<file path="src/kwsm_pkg.sv">
`timescale 1ns / 1ps
// ----------------------------------------------------------------------------
// kwsm_pkg: shared types and constants for the k-way sorted merge
// Status codes, controller states and the records that travel along the
// row of list cells.
// ----------------------------------------------------------------------------
package kwsm_pkg;

  localparam int LISTS_DEF = 8;
  localparam int DEPTH_DEF = 16;
  localparam int DATA_W    = 32;
  localparam int LIN_W     = 3;   // width of the list_index field
  localparam int IDX_W     = 6;   // list number inside the cell row, covers up to 64 lists

  typedef enum logic [1:0] {
    ST_LOADED = 2'd0,
    ST_FULL   = 2'd1,
    ST_POPPED = 2'd2,
    ST_EMPTY  = 2'd3
  } status_t;

  typedef enum logic [2:0] {
    S_IDLE,
    S_LOAD,
    S_START,
    S_SCAN,
    S_POP,
    S_DONE
  } state_t;

  // Running minimum handed from cell to cell during a pop scan
  typedef struct packed {
    logic                     valid;
    logic                     found;
    logic [IDX_W-1:0]         index;
    logic signed [DATA_W-1:0] value;
  } token_t;

  // Command broadcast from the controller to every cell
  typedef struct packed {
    logic                     load;
    logic                     pop;
    logic [IDX_W-1:0]         index;
    logic signed [DATA_W-1:0] value;
  } cmd_t;

endpackage

</file>
<file path="src/kwsm_cell.sv">
`timescale 1ns / 1ps
// ----------------------------------------------------------------------------
// kwsm_cell: one list of the merge
// Holds a circular FIFO of DEPTH values with its pointers and fill count,
// and compares its head against the running minimum passing by.
// ----------------------------------------------------------------------------
module kwsm_cell #(
  parameter int DEPTH   = kwsm_pkg::DEPTH_DEF,
  parameter int CELL_ID = 0
) (
  input  logic            clk,
  input  logic            rst_n,
  input  kwsm_pkg::cmd_t   cmd,
  input  kwsm_pkg::token_t tok_in,
  output kwsm_pkg::token_t tok_out,
  output logic            full
);
  import kwsm_pkg::*;

  localparam int PTR_W = (DEPTH > 1) ? $clog2(DEPTH) : 1;
  localparam int CNT_W = $clog2(DEPTH + 1);

  logic [DATA_W-1:0] mem [DEPTH];
  logic [DATA_W-1:0] head_r;
  logic [PTR_W-1:0]  rd_ptr_r, rd_ptr_nxt;
  logic [PTR_W-1:0]  wr_ptr_r, wr_ptr_nxt;
  logic [CNT_W-1:0]  count_r, count_nxt;
  token_t            tok_r, tok_nxt;
  logic              hit, do_load, do_pop, take;

  assign hit     = (cmd.index == IDX_W'(CELL_ID));
  assign full    = (count_r == CNT_W'(DEPTH));
  assign do_load = cmd.load && hit && !full;
  assign do_pop  = cmd.pop && hit && (count_r != '0);

  // Storage: one write port, registered read of the head entry
  always_ff @(posedge clk) begin
    if (do_load) begin
      mem[wr_ptr_r] <= cmd.value;
    end
    head_r <= mem[rd_ptr_r];
  end

  always_comb begin
    rd_ptr_nxt = rd_ptr_r;
    wr_ptr_nxt = wr_ptr_r;
    count_nxt  = count_r;
    if (do_load) begin
      wr_ptr_nxt = (wr_ptr_r == PTR_W'(DEPTH - 1)) ? '0 : wr_ptr_r + 1'b1;
      count_nxt  = count_r + 1'b1;
    end
    if (do_pop) begin
      rd_ptr_nxt = (rd_ptr_r == PTR_W'(DEPTH - 1)) ? '0 : rd_ptr_r + 1'b1;
      count_nxt  = count_r - 1'b1;
    end
  end

  // Take the head when no minimum is found yet, else only on a strictly smaller head: ties stay low
  always_comb begin
    take    = tok_in.valid && (count_r != '0) &&
              (!tok_in.found || ($signed(head_r) < tok_in.value));
    tok_nxt = tok_in;
    if (take) begin
      tok_nxt.found = 1'b1;
      tok_nxt.index = IDX_W'(CELL_ID);
      tok_nxt.value = $signed(head_r);
    end
  end

  always_ff @(posedge clk) begin
    if (!rst_n) begin
      rd_ptr_r <= '0;
      wr_ptr_r <= '0;
      count_r  <= '0;
      tok_r    <= '0;
    end else begin
      rd_ptr_r <= rd_ptr_nxt;
      wr_ptr_r <= wr_ptr_nxt;
      count_r  <= count_nxt;
      tok_r    <= tok_nxt;
    end
  end

  assign tok_out = tok_r;

endmodule

</file>
<file path="config.mk">
export PLATFORM = sky130hd
export DESIGN_NAME = kwsm_cell
export DESIGN_NICKNAME = d
export VERILOG_FILES = /design/src/kwsm_pkg.sv /design/src/kwsm_cell.sv
export SDC_FILE = /design/constraint.sdc
export NUM_CORES = 1
export LEC_CHECK = 0
export BUFFER_PORTS_ARGS = -buffer_cell sky130_fd_sc_hd__buf_2
export CAP_MARGIN = 20
export CORE_UTILIZATION = 45
export DETAILED_ROUTE_END_ITERATION = 7
export PLACE_DENSITY_LB_ADDON = 0.08
export SYNTH_ARGS = -nofsm -noshare
export SYNTH_HDL_FRONTEND = slang
export SYNTH_SLANG_ARGS = --single-unit
</file>
<file path="constraint.sdc">
create_clock -name clk -period 7.15 [get_ports clk]
set_input_delay 0.715 -clock clk [delete_from_list [all_inputs] [get_ports clk]]
set_output_delay 0.715 -clock clk [all_outputs]
set_load 0.05 [all_outputs]
</file>
### After elaboration in Yosys (flattened, before gate mapping)

Memory sizes are Yosys's and may differ from the RTL's. A register that Yosys moved wholly into a read port is not among the register bits.
Cells that the tools add are included.
W data, S select, Z words.

| cells by class | value |
|---|---|
| add/subtract/negate cells | 4 |
| order comparisons | 1 |
| equal/unequal tests | 3 |
| muxes and demuxes | 7 |
| bitwise operators | 1 |
| reductions and logical operators | 13 |

Operators by type and width:

| operator | count |
|---|---|
| $mux W39 | 1 |
| $lt A32 B32 Y1 | 1 |
| $mux W5 | 2 |
| $add A4 B1 Y4 const B | 2 |
| $eq A4 B4 Y1 const B | 2 |
| $mux W4 | 2 |
| $logic_and A1 B1 Y1 | 6 |
| $logic_not A6 Y1 | 1 |
| $add A5 B1 Y5 const B | 1 |
| $eq A5 B5 Y1 const B | 1 |
| $reduce_bool A5 Y1 | 1 |
| $sub A5 B1 Y5 const B | 1 |
| $logic_not A1 Y1 | 2 |
| $mux W1 | 2 |
| $reduce_bool A2 Y1 | 1 |
| $reduce_or A2 Y1 | 1 |
| $logic_or A1 B1 Y1 | 1 |
| $not A1 Y1 | 1 |

| word-level totals | value |
|---|---|
| register bits | 53 |
| RAM bits | 512 |
| output and inout port bits | 41 |
| word-level logic and storage cells | 37 |
| memories | 1 |

Memories:

| name | depth | width | read ports | clocked after memory_dff | wr ports | line | text |
|---|---|---|---|---|---|---|---|
| mem | 16 | 32 | 1 | 1 | 1 | kwsm_cell.sv:23 | `logic [DATA_W-1:0] mem [DEPTH];` |

### Logic depth before layout (Yosys ltp)

| depth | value |
|---|---|
| word-level depth | 5 |
| mapped depth | 12 |

### Worst setup path after synthesis

Ideal clock, no wire load.

| timing | value |
|---|---|
| path type | input -> register |
| from | input cmd[35] in the netlist's numbering |
| to | memory mem[3][0], enable pin |
| library setup time | 461 ps |
| arrival time | 3,932 ps |
| data required time | 6,689 ps |
| slack | 2,757 ps |
| cell stages on the path | 5 |
| path buffers | 1 |
| cells stage by stage | nor4_1 > o2111a_1 > clkbuf_1 > nand2_1 > nor3_1 |

| on the way | value |
|---|---|
| longest elaborated chain between the ends | 5 |

Ends and longest elaborated chain:

| item | line | text |
|---|---|---|
| start: declaration | kwsm_cell.sv:13 | `input kwsm_pkg::cmd_t cmd,` |
| $logic_not A6 Y1 | kwsm_cell.sv:31 | `assign hit = (cmd.index == IDX_W'(CELL_ID));` |
| $logic_and A1 B1 Y1 (2 in a row) | kwsm_cell.sv:33 | `assign do_load = cmd.load && hit && !full;` |
| $mux W1 | kwsm_cell.sv:38 | `if (do_load) begin` |
| $mux W1 (implied by the code) | kwsm_cell.sv:39 | `mem[wr_ptr_r] <= cmd.value;` |
| end: declaration | kwsm_cell.sv:23 |  |

No other way between the ends.

### Worst setup path after layout

| timing | value |
|---|---|
| from | register count_r[0] |
| to | register count_r[4] |

RTL lines:

| item | line | text |
|---|---|---|
| start: declaration | kwsm_cell.sv:27 | `logic [CNT_W-1:0] count_r, count_nxt;` |
| start signal: assignment | kwsm_cell.sv:79 | `count_r <= count_nxt;` |
| $reduce_bool A5 Y1 * | kwsm_cell.sv:34 | `assign do_pop = cmd.pop && hit && (count_r != '0);` |
| $logic_and A1 B1 Y1 * | kwsm_cell.sv:34 |  |
| via do_pop | kwsm_cell.sv:29 | `logic hit, do_load, do_pop, take;` |
| $mux W5 or $reduce_bool A2 Y1 (tied branches) | n/a |  |

The timed path passes the listed nets; every way through them passes the cells marked *. The select of a mux whose other input is x is not followed.
A chain may end at the register's enable or synchronous reset.

==> results by group <==
Outcome
  • Outcome: complete, no violations

Finish
  • Area Overhead vs Synth: 14.8%
  • Commonest non-fill, non-tap cell in the layout: edfxtp_1
  • Total Nets Final: about 1400
  • Most frequent cells in the layout: 512 x edfxtp_1, 160 x mux4_2, 122 x buf_2, 89 x nand2_1, 81 x dfxtp_1
  • Share of layout cells above drive strength 1: approximately 31%
  • Filler-free cell count of the finished design: approximately 2000

Synthesis
  • Post-synth EDFFs: 512
  • Yosys warning count: 0
  • Seq/Total Area, Yosys: between 70% and 80%
  • Share of flip-flops with an asynchronous set or reset: 0%
  • Syn Nets: 1250
  • Cells after synthesis: 1128
  • Primary FF master, synth: edfxtp_1
  • Yosys cell types: 44
  • Mapped Avg Cell Area: between 20 and 25 um^2
  • Yosys reg bits: roughly 600
  • Syn Std Cell Area: 23000 um^2

Worst setup path
  • Critical Path Max Stage Delay: between 500 and 600 ps
  • CP top delay family: simple AND/OR/NAND/NOR gates
  • Worst r2r src: count_r[0]$_SDFFE_PN0P_
  • Kind of start point of the critical path: flip-flop
  • Crit-path max FO: 7
  • Worst EP arrival: 3340 ps
  • CP Class: flip-flop to flip-flop
  • Worst reg-to-reg path cell count: 11
  • Buf/Inv on CP: 1
  • Critical Path RT: about 7700 ps
  • Setup crit end kind: flip-flop
  • Reg2reg end: count_r[4]$_SDFFE_PN0P_
  • Cell Chain, Critical Path: or4_4, o21ai_2, or2_1, inv_4, ha_1, nor2b_1, o21a_1, o211ai_1, o31ai_1, xnor2_1, and2_1
  • CP Depth: 11
  • Slowest CP cell: or4_4
  • Worst Setup SP: count_r[0]$_SDFFE_PN0P_
  • R2r setup slk: between 4000 and 5000 ps
  • Critical path endpoint: count_r[4]$_SDFFE_PN0P_

Timing
  • Period Utilization, post-route: 39.6%
  • Measured slew at the worst slew-check pin: ~900 ps
  • Min Clock Period, post-route: 2830 ps
  • Setup TNS: 0 ps
  • Clock Skew: roughly 20 ps
  • Max Freq: 353 MHz
  • Final setup viols: 0
  • RSZ-0062 raised after global routing: no
  • Slew Limit Headroom: about two fifths
  • Final Max Tran Viols: 0
  • Setup ws final: approximately 4300 ps
  • Fin. Hold Viols: 0

Drt
  • WL met2: roughly 23 mm
  • First drt pass iteration count: 5
  • Met3 wire length: approximately 2.6 mm
  • Number of routed nets with antenna violations: 0
  • Metal-1 WL: approximately 22 mm
  • Initial drt markers: ~800
  • Top Metal Used: met4
  • Routed Wire Length: roughly 48 mm
  • DR DRC count: 0
  • Post-DR wirelength/cell: ~24 um
  • DR vias: approximately 11000
  • Avg Vias per Cell: ~5.4

Power
  • Comb power frac: 2.5%
  • Sequential share of power: 55.0%
  • Psw: roughly 1.4 mW
  • Leakage: roughly 8.7 nW
  • Power share of the clock group: ~43%
  • Max VDD drop: 166 uV
  • PD cells: 262 nW/um^2
  • Sw frac: between 20% and 30%
  • Internal power: 5.49 mW

Hold path
  • HP Start: tok_in[34]
  • Hold WC Path Type: primary input to flip-flop

Floorplanning
  • Top-Level Pins: 123
  • Die height: roughly 230 um
  • Die width: between 200 and 250 um
  • Die area: just over 50000 um^2
  • Initial Util: approximately 46%
  • Core area: slightly above 50000 um^2
  • Standard-cell rows: 82

GRT
  • Vias in the first global route: 11372
  • Largest net degree at the start of global routing: 86
  • Global-route wire length before repair: between 70 and 80 mm
  • Overflow after GRT: 0
  • Total track usage: between 10% and 20%
  • Antenna violations before repair: 3

Placement
  • Dpl hpwl: roughly 29 mm
  • Placed Cells incl. Taps: between 1500 and 2000
  • Number of port buffers: roughly 120
  • DP Worst Slack: 3760 ps
  • GP Congestion: roughly 0.76

Clocking
  • Clock latency on the worst-skew pair: 620 ps
  • Sink Count: between 500 and 600
  • Clk pin slew, worst setup/hold paths: 60 ps
  • Cts bufs inserted: 60
  • CTS max path bufs: 3
  • TritonCTS clock tree: done
  • Post-CTS Setup Inserts: 0
  • CTS resizes: 0
  • Cts-stage hold buffer count: 0
  • CTS root buffer: clkbuf_16
  • H-tree depth: 2

Flow run
  • Max Cap Viol: 0
-- how the worst min path moves through the flow --
stage	endpoint	slack (ps)	cells past startpoint
floorplan	tok_out[0]$_SDFF_PN0_	440	2
global placement	tok_out[8]$_SDFF_PN0_	460	2
detailed placement	tok_out[22]$_SDFF_PN0_	460	2
CTS	tok_out[34]$_SDFF_PP0_	280	2
global route	tok_out[35]$_SDFF_PP0_	320	2
finish	tok_out[34]$_SDFF_PP0_	330	2
-- logic make-up after synthesis --
family,Yosys count,synth area share (%)
AO/OA/AOI/OAI,48,1.33
XOR/XNOR,6,0.229
adder cells (fa/ha/maj),40,2.21
flip-flops,597,74.4
multiplexers,195,17.2
buffers and inverters,93,1.69
AND/OR/NAND/NOR,149,2.92
-- Yosys cell counts, types with 2 or more instances --
library cell | count | share of area, %
a21boi_0 | 2 | 0.065
a21o_1 | 7 | 0.23
a21oi_1 | 18 | 0.39
a31oi_1 | 2 | 0.055
and2_1 | 6 | 0.16
and3b_1 | 6 | 0.23
buf_1 | 8 | 0.13
buf_2 | 11 | 0.24
buf_4 | 2 | 0.065
buf_6 | 2 | 0.098
clkbuf_1 | 32 | 0.52
dfxtp_1 | 85 | 7.4
edfxtp_1 | 512 | 67
ha_1 | 39 | 2.1
inv_1 | 37 | 0.61
mux2i_1 | 35 | 1.5
mux4_2 | 160 | 16
nand2_1 | 89 | 1.5
nand2b_1 | 2 | 0.055
nand3_1 | 4 | 0.087
nor2_1 | 20 | 0.33
nor2b_1 | 6 | 0.16
nor3_1 | 5 | 0.11
nor4_1 | 4 | 0.11
o211a_1 | 2 | 0.087
o21ai_0 | 8 | 0.17
or2_1 | 2 | 0.055
xnor2_1 | 6 | 0.23
-- layout make-up --
cell class / instances / area [um^2]
diodes: 1 / 2.50
well taps: 672 / 841
inverters: 38 / 145
flip-flops and latches: 597 / 17100
clock inverters: 34 / 213
clock buffers: 79 / 1620
fillers: 4010 / 23900
repair buffers: 149 / 826
multi-input cells: 438 / 5610
-- sequential cells by signal (all words and copies together) (netlist names) --
signal,count
mem,512
tok_out,40
head_r,32
count_r,5
rd_ptr_r,4
wr_ptr_r,4
-- metal layers --
metal / track usage, % / up-vias
li1: - / 4856
met1: 28.0 / 5660
met2: 29.5 / 278
met3: 3.45 / 61
met4: 5.79 / 0
met5: 0 / -
-- power by group through the flow --
stage          logic, mW  registers (mW)  clock network [mW]
2_1_floorplan     0.0399            3.91                   0
3_3_place_gp       0.172            3.87                   0
3_5_place_dp       0.175            3.87                   0
4_1_cts            0.176            3.79                3.02
5_1_grt            0.191            3.79                3.15
6_report           0.172            3.79                2.94
-- through the flow --
| stage | total power, mW | util (%) | hold slack (ps) | area, um^2 |
|---|---|---|---|---|
| after floorplan | 3.95 | - | 438 | 23000 |
| after global placement | 4.04 | 48.7 | 455 | 24500 |
| after detailed placement | 4.04 | 48.7 | 458 | 24500 |
| after CTS | 6.99 | 52.4 | 280 | 26300 |
| after global routing | 7.13 | 52.4 | 320 | 26300 |
| final | 6.90 | 52.4 | 327 | 26300 |
No activity file was read; power rests on OpenSTA's default activity.
